[src/lkm_pkg.sv]
package lkm_pkg;

	// Register map of the write port
	typedef enum logic [1:0] {
		CFG_CASE_FOLD    = 2'd0,
		CFG_NUMBER_LINES = 2'd1,
		CFG_KEY_LENGTH   = 2'd2,
		CFG_KEYWORD      = 2'd3
	} cfg_index_t;

	localparam int CFG_DATA_W  = 64;
	localparam int KEYLEN_W    = 4;
	localparam int KEY_LANES   = 8;
	localparam int LINE_NUM_W  = 24;
	localparam int PIECE_LEN_W = 7;
	localparam int OUT_DATA_W  = 32;

	localparam logic [7:0] CHAR_NEWLINE = 8'h0A;
	localparam logic [7:0] CHAR_NUL     = 8'h00;
	localparam logic [7:0] CHAR_LOWER_A = 8'h61;
	localparam logic [7:0] CHAR_LOWER_Z = 8'h7A;
	localparam logic [7:0] CASE_OFFSET  = 8'h20;

	// Map a-z to A-Z, leave everything else alone
	function automatic logic [7:0] fold_byte(input logic [7:0] b);
		logic [7:0] r;
		r = b;
		if (b >= CHAR_LOWER_A && b <= CHAR_LOWER_Z) begin
			r = b - CASE_OFFSET;
		end
		return r;
	endfunction

endpackage

[src/line_keyword_matcher_core.sv]
// Fixed-string line matcher. Text enters one byte per transaction on the s_axis side and is
// cut into pieces: a piece closes on a newline byte, on reaching LINE_BUFFER-1 bytes, or on a
// byte marked with tlast. Every closed piece takes the next line number (saturating at
// 2^COUNT_WIDTH-1); a piece whose bytes before its first zero byte contain the keyword yields
// one m_axis transaction with its line number, its length and the number_lines flag.
// Throughput is one byte per cycle: the input register feeds a single compare stage that
// checks the sliding keyword window against every keyword length at once, and the result
// lands in an output register once the byte has left the input register. Input only stalls when
// a matching piece closes while the previous result is still waiting on m_axis_tready.
// Configuration (case_fold, number_lines, key_length, keyword_bytes at indexes 0..3) is
// written through cfg_we/cfg_index/cfg_data and must only change while the block is idle.
module line_keyword_matcher_core
	import lkm_pkg::*;
#(
	parameter int KEY_MAX     = 8,
	parameter int LINE_BUFFER = 100,
	parameter int COUNT_WIDTH = 24
) (
	input  logic                  clk,
	input  logic                  arst_n,
	// text stream
	input  logic                  s_axis_tvalid,
	output logic                  s_axis_tready,
	input  logic [7:0]            s_axis_tdata,  // [7:0] text_byte
	input  logic                  s_axis_tlast,  // final_req
	// match results
	output logic                  m_axis_tvalid,
	input  logic                  m_axis_tready,
	output logic [OUT_DATA_W-1:0] m_axis_tdata,  // [23:0] line_number, [30:24] piece_length
	output logic                  m_axis_tuser,  // numbered
	// configuration writes
	input  logic                  cfg_we,
	input  logic [1:0]            cfg_index,
	input  logic [CFG_DATA_W-1:0] cfg_data
);

	localparam int WIN_W = 8 * KEY_MAX;
	localparam int PW    = $clog2(LINE_BUFFER);
	localparam int CMPW  = ((PW > KEYLEN_W) ? PW : KEYLEN_W) + 1;
	localparam logic [PW:0] PIECE_LIMIT = (PW + 1)'(LINE_BUFFER - 1);

	// configuration registers
	logic                  case_fold_q;
	logic                  number_lines_q;
	logic [KEYLEN_W-1:0]   key_length_q;
	logic [CFG_DATA_W-1:0] keyword_q;

	// input register
	logic       valid_s1;
	logic [7:0] byte_s1;
	logic       last_s1;

	// per-piece state
	logic [WIN_W-1:0]       window_q;
	logic [PW-1:0]          piece_count_q;
	logic                   hit_q;
	logic                   zero_seen_q;
	logic [COUNT_WIDTH-1:0] line_count_q;

	// output register
	logic                   out_valid_q;
	logic [LINE_NUM_W-1:0]  out_line_q;
	logic [PIECE_LEN_W-1:0] out_len_q;
	logic                   out_numbered_q;

	// compare stage
	logic [KEYLEN_W-1:0]    klen_clip;
	logic [KEYLEN_W-1:0]    key_len;
	logic [WIN_W-1:0]       win_next;
	logic [7:0]             key_cmp [KEY_MAX];
	logic [7:0]             win_cmp [KEY_MAX];
	logic [KEY_MAX:0]       len_match;
	logic                   key_match;
	logic [PW:0]            cnt_next;
	logic                   count_ok;
	logic                   is_nul;
	logic                   hit_next;
	logic                   piece_end;
	logic                   produce;
	logic                   out_free;
	logic                   s1_advance;
	logic                   in_accept;
	logic [COUNT_WIDTH-1:0] line_next;
	logic [31:0]            line_ext;
	logic [15:0]            len_ext;

	assign in_accept     = s_axis_tvalid && s_axis_tready;
	assign out_free      = !out_valid_q || m_axis_tready;
	assign s1_advance    = valid_s1 && (!produce || out_free);
	assign s_axis_tready = !valid_s1 || s1_advance;

	assign m_axis_tvalid = out_valid_q;
	assign m_axis_tdata  = {1'b0, out_len_q, out_line_q};
	assign m_axis_tuser  = out_numbered_q;

	// Configuration writes land directly; no read-back.
	always_ff @(posedge clk or negedge arst_n) begin
		if (!arst_n) begin
			case_fold_q    <= 1'b0;
			number_lines_q <= 1'b0;
			key_length_q   <= '0;
			keyword_q      <= '0;
		end else if (cfg_we) begin
			unique case (cfg_index)
				CFG_CASE_FOLD:    case_fold_q    <= cfg_data[0];
				CFG_NUMBER_LINES: number_lines_q <= cfg_data[0];
				CFG_KEY_LENGTH:   key_length_q   <= cfg_data[KEYLEN_W-1:0];
				CFG_KEYWORD:      keyword_q      <= cfg_data;
				default:          ;
			endcase
		end
	end

	always_comb begin
		// Effective keyword length: clip to KEY_MAX, then stop at the first NUL byte.
		klen_clip = (key_length_q > KEYLEN_W'(KEY_MAX)) ? KEYLEN_W'(KEY_MAX) : key_length_q;
		key_len   = klen_clip;
		for (int i = KEY_LANES - 1; i >= 0; i--) begin
			if (KEYLEN_W'(i) < klen_clip && keyword_q[8*i +: 8] == CHAR_NUL) begin
				key_len = KEYLEN_W'(i);
			end
		end

		// Shift the new byte into the top lane.
		win_next = (window_q >> 8) | (WIN_W'(byte_s1) << (WIN_W - 8));

		for (int i = 0; i < KEY_MAX; i++) begin
			key_cmp[i] = case_fold_q ? fold_byte(keyword_q[8*i +: 8]) : keyword_q[8*i +: 8];
			win_cmp[i] = case_fold_q ? fold_byte(win_next[8*i +: 8]) : win_next[8*i +: 8];
		end

		// For each candidate length, compare the keyword against the newest lanes.
		for (int kk = 0; kk <= KEY_MAX; kk++) begin
			len_match[kk] = 1'b1;
			for (int i = 0; i < kk; i++) begin
				if (key_cmp[i] != win_cmp[KEY_MAX - kk + i]) begin
					len_match[kk] = 1'b0;
				end
			end
		end

		key_match = 1'b0;
		for (int kk = 0; kk <= KEY_MAX; kk++) begin
			if (key_len == KEYLEN_W'(kk)) begin
				key_match = len_match[kk];
			end
		end

		cnt_next  = {1'b0, piece_count_q} + 1'b1;
		count_ok  = CMPW'(cnt_next) >= CMPW'(key_len);
		is_nul    = (byte_s1 == CHAR_NUL);
		hit_next  = hit_q || (key_len == '0)
			|| (!zero_seen_q && !is_nul && count_ok && key_match);
		piece_end = (byte_s1 == CHAR_NEWLINE) || last_s1 || (cnt_next >= PIECE_LIMIT);
		produce   = piece_end && hit_next;

		// Saturating line counter
		line_next = (line_count_q != '1) ? line_count_q + 1'b1 : line_count_q;
		line_ext  = 32'(line_next);
		len_ext   = 16'(cnt_next);
	end

	// Input register: hold the byte while the compare stage is stalled.
	always_ff @(posedge clk or negedge arst_n) begin
		if (!arst_n) begin
			valid_s1 <= 1'b0;
		end else if (in_accept) begin
			valid_s1 <= 1'b1;
		end else if (s1_advance) begin
			valid_s1 <= 1'b0;
		end
	end

	always_ff @(posedge clk) begin
		if (in_accept) begin
			byte_s1 <= s_axis_tdata;
			last_s1 <= s_axis_tlast;
		end
	end

	// Piece state: advance per compare-stage byte (window stops at NUL), clear at piece end.
	always_ff @(posedge clk or negedge arst_n) begin
		if (!arst_n) begin
			window_q      <= '0;
			piece_count_q <= '0;
			hit_q         <= 1'b0;
			zero_seen_q   <= 1'b0;
			line_count_q  <= '0;
		end else if (s1_advance) begin
			if (piece_end) begin
				window_q      <= '0;
				piece_count_q <= '0;
				hit_q         <= 1'b0;
				zero_seen_q   <= 1'b0;
				line_count_q  <= line_next;
			end else begin
				if (!zero_seen_q && !is_nul) begin
					window_q <= win_next;
				end
				piece_count_q <= cnt_next[PW-1:0];
				hit_q         <= hit_next;
				zero_seen_q   <= zero_seen_q || is_nul;
			end
		end
	end

	// Output register: load a result, drop it once taken.
	always_ff @(posedge clk or negedge arst_n) begin
		if (!arst_n) begin
			out_valid_q <= 1'b0;
		end else if (s1_advance && produce) begin
			out_valid_q <= 1'b1;
		end else if (m_axis_tready) begin
			out_valid_q <= 1'b0;
		end
	end

	always_ff @(posedge clk) begin
		if (s1_advance && produce) begin
			out_line_q     <= line_ext[LINE_NUM_W-1:0];
			out_len_q      <= len_ext[PIECE_LEN_W-1:0];
			out_numbered_q <= number_lines_q;
		end
	end

endmodule

[config.mk]
export PLATFORM = sky130hd
export DESIGN_NAME = line_keyword_matcher_core
export DESIGN_NICKNAME = d
export VERILOG_FILES = /design/src/lkm_pkg.sv /design/src/line_keyword_matcher_core.sv
export SDC_FILE = /design/constraint.sdc
export NUM_CORES = 1
export LEC_CHECK = 0
export BUFFER_PORTS_ARGS = -buffer_cell sky130_fd_sc_hd__buf_2
export CORE_AREA = 2 2 159 161
export DETAILED_ROUTE_END_ITERATION = 8
export DIE_AREA = 0 0 161 163
export PLACE_DENSITY = 0.73
export SLEW_MARGIN = 20
export SYNTH_ARGS = -nofsm -noshare
export SYNTH_HDL_FRONTEND = slang
export SYNTH_SLANG_ARGS = --single-unit
[constraint.sdc]
create_clock -name clk -period 6.4 [get_ports clk]
set_clock_uncertainty 0.2 [all_clocks]
set_input_delay 0 -clock clk [delete_from_list [all_inputs] [get_ports clk]]
set_output_delay 0 -clock clk [all_outputs]
set_load 0.005 [all_outputs]
==> results.yml <==
floorplanning:
  rows: 58
  num_io_pins: 115
  core_area_um2: 24700
  die_y_um: 163
  dieArea_um2: 26200
  die_width_um: 161
  start_util_pct: 53.6
yosys:
  syn_avg_cell_area_um2: 10.3
  ys_top_cells_by_area: "dfrtp_1 (30%), xor2_1 (12%), xnor2_1 (10%)"
  syn_nets: 1387
  yosysMostFrequentCell: "xor2_1"
  synth.top_cell.area_share_pct: 30.5
  ys_async_sr_fraction_pct: 79.7
  synth_commonest_cells: "xor2_1 (182), dfrtp_1 (161), xnor2_1 (154)"
  synth_ff_type: "dfrtp_1"
  synth_seq_cells: 202
  ys_seq_area_share_pct: 39.8
  synth.distinct_cells: 65
  synth_warnings: 0
  synth_edf_count: 41
  syn-cell-area_um2: 13200
  syn_inst: 1284
  post-synth-top-area-cell: "dfrtp_1"
place:
  dp_slack_ns: 1.28
  hpwl_mm: 27.9
  place_congestion: 1.02
  portBuffers: 113
power_and_ir_drop:
  power.leakage_nw: 6.45
  power_density_nw_per_um2: 285
  power_frac_clock_pct: 29.3
  seqPwrFrac_pct: 41.9
  p_switching_w: 0.00156
  comb_power_share_pct: 28.8
  p_int_w: 0.00290
  switching_share_pct: 35.0
  irDropWorstVdd_mv: 0.232
setup_path:
  crit_path_end_kind: "register"
  reg2reg_from: "keyword_q[0]"
  r2r_slack_ns: 1.17
  crit_required_ns: 6.59
  start_kind: "register"
  path_class: "reg2reg"
  r2r-end: "valid_s1"
  reg2regPathDepth: 18
  crit_fanout: 26
  arrival_ns: 5.43
run:
  max-cap-violations: 0
timing:
  fin_crit_sh_pct: 81.8
  finalSetupTns_ns: 0
  final.setup.worst_slack_ns: 1.17
  worst_slew_pin_slew_ns: 1.19
  relSlewSlack_pct: 20.4
  fin_crit_ns: 5.23
  report.final.slew_viol_count: 0
  timing.fmax_mhz: 191
  timing.hold.ws_ns: 0.0234
  finalSetupViolations: 0
  rsz0062_at_grt: "false"
  hold_viol: 0
global_route:
  grt_pass1_vias: 10953
  grt_max_degree: 80
  grt_overflow: 0
  track_usage_pct: 30.7
  grt_pass1_wl_mm: 62.7
  antenna_found_initial: 0
clocking:
  cts-hold-fix-buffers: 85
  clockRootBuffer: "clkbuf_16"
  path_clk_slew_ns: 0.06
  cts_tree: "built"
  post_cts_resized: 0
  postCtsSetupBuffers: 0
  clock-sinks: 202
  clk_path_buf_depth: 3
  htree_levels: 1
  clk_latency_ns: 0.52
  cts_buffers: 23
min_path:
  hp-start: "s_axis_tdata[1]"
  hold-path-endpoint: "byte_s1[1]"
  holdCritPathClass: "in2reg"
  whs_path_depth: 2
final_layout:
  n_antenna_cell: 0
  final_util_pct: 63.5
  area_delta_synth_final_pct: 18.5
  fin_nets: 1544
  fillers: 1982
  layout-drive-gt1-share_pct: 19.4
routing:
  antenna_left: 0
  vias: 10735
  first_iter_violations: 1213
  routed_via_density: 6.00
  first_pass_iters: 6
  routed_wl_mm: 39.9
  wl_per_cell_um: 22.3
  drcViolationCount: 0
outcome:
  status: "complete, no violations"
placed cells by master (no fill, tap or decap), types with 6 or more instances in the layout:
master / instances
nand3_1: 34
buf_4: 31
ha_1: 23
nor3b_1: 6
o31ai_1: 15
o21bai_1: 13
nand4_1: 55
dlygate4sd3_1: 84
nand3b_1: 8
o21ai_0: 13
nor4_1: 47
o41ai_2: 9
or3_1: 9
a21oi_1: 26
dfrtp_1: 161
nand2_1: 48
xnor2_1: 154
xor2_1: 182
edfxtp_1: 41
and3_1: 6
clkbuf_1: 8
nor3_1: 35
a22o_1: 63
nor2_1: 25
inv_1: 48
clkbuf_16: 23
o221ai_1: 6
buf_2: 112
or4_1: 18
mux2_2: 73
o22ai_1: 6
metal layers:
layer  track usage [%]  part of all wire [%]  up-vias
met2              52.2                    48      474
met5                 0                     0        -
met3              4.23                   6.2      133
met1              39.5                    41     5233
li1                  -                     -     4895
met4              13.2                   5.2        0
logic make-up (layout without fill, tap and decap cells):
| logic type | Yosys count | after routing | synth area share (%) |
|---|---|---|---|
| adder cells (fa/ha/maj) | 23 | 23 | 2.18 |
| AO/OA/AOI/OAI | 184 | 184 | 11.4 |
| buffers and inverters | 147 | 321 | 4.67 |
| flip-flops | 202 | 202 | 39.8 |
| XOR/XNOR | 336 | 336 | 22.3 |
| AND/OR/NAND/NOR | 316 | 316 | 13.3 |
| multiplexers | 75 | 75 | 6.37 |
| other | 1 | 1 | 0.0284 |
power groups by stage:
stage / registers [W] / clock network [W] / logic, W
floorplan: 0.00164 / 0 / 0.00105
global placement: 0.00187 / 0 / 0.00120
detailed placement: 0.00188 / 0 / 0.00121
CTS: 0.00186 / 0.00132 / 0.00127
global route: 0.00189 / 0.00138 / 0.00141
finish: 0.00187 / 0.00131 / 0.00128
metrics by stage:
| stage | area [um2] | power, W | std cells |
|---|---|---|---|
| after floorplan | 13200 | 0.00269 | 1284 |
| after global placement | 14000 | 0.00307 | 1660 |
| after detailed placement | 14100 | 0.00309 | 1661 |
| after CTS | 15700 | 0.00445 | 1788 |
| after global routing | 15700 | 0.00467 | 1788 |
| final | 15700 | 0.00446 | 1788 |
flip-flops by register name, summed over array words and instances (netlist names), 4 cells and up:
register	flops
key_length_q	4
piece_count_q	7
line_count_q	24
keyword_q	64
out_line_q	24
out_len_q	7
byte_s1	8
window_q	56
cell type report:
type / instances / area (um2) / share of cell area [%]
Clock inverter: 8 / 95.1 / 0.607
Tap cell: 330 / 413 / 2.63
Multi-Input combinational cell: 935 / 7380 / 47.1
Sequential cell: 202 / 5260 / 33.6
Inverter: 49 / 184 / 1.17
Timing Repair Buffer: 230 / 1690 / 10.8
Clock buffer: 34 / 647 / 4.13
critical path: stages, from the launching register on:
cell and delay (ns):
dfrtp_1 0.59, or4_1 0.66, or3_1 0.36, a21oi_1 0.34, nor2_1 0.11, o21a_1 0.17
nor2_1 0.15, ha_1 0.24, nor2b_1 0.12, o21ai_0 0.21, nand4_1 0.16, nand4_1 0.12
nor4_1 0.06, a311oi_1 0.46, a2111oi_4 0.11, buf_4 0.25, nand2_1 0.14, nand2b_1 0.07
dlygate4sd3_1 0.56
worst max path at each step:
stage	start	to	slack, ns	cells past startpoint
final	keyword_q[0]	valid_s1	1.17	18
after global routing	keyword_q[0]	valid_s1	0.82	18
after CTS	keyword_q[0]	valid_s1	1.23	18
after detailed placement	keyword_q[0]	byte_s1[5]	1.28	17
after global placement	keyword_q[0]	byte_s1[1]	1.37	13
after floorplan	keyword_q[16]	m_axis_tuser	1.20	17
No activity file was read; power rests on OpenSTA's default activity.
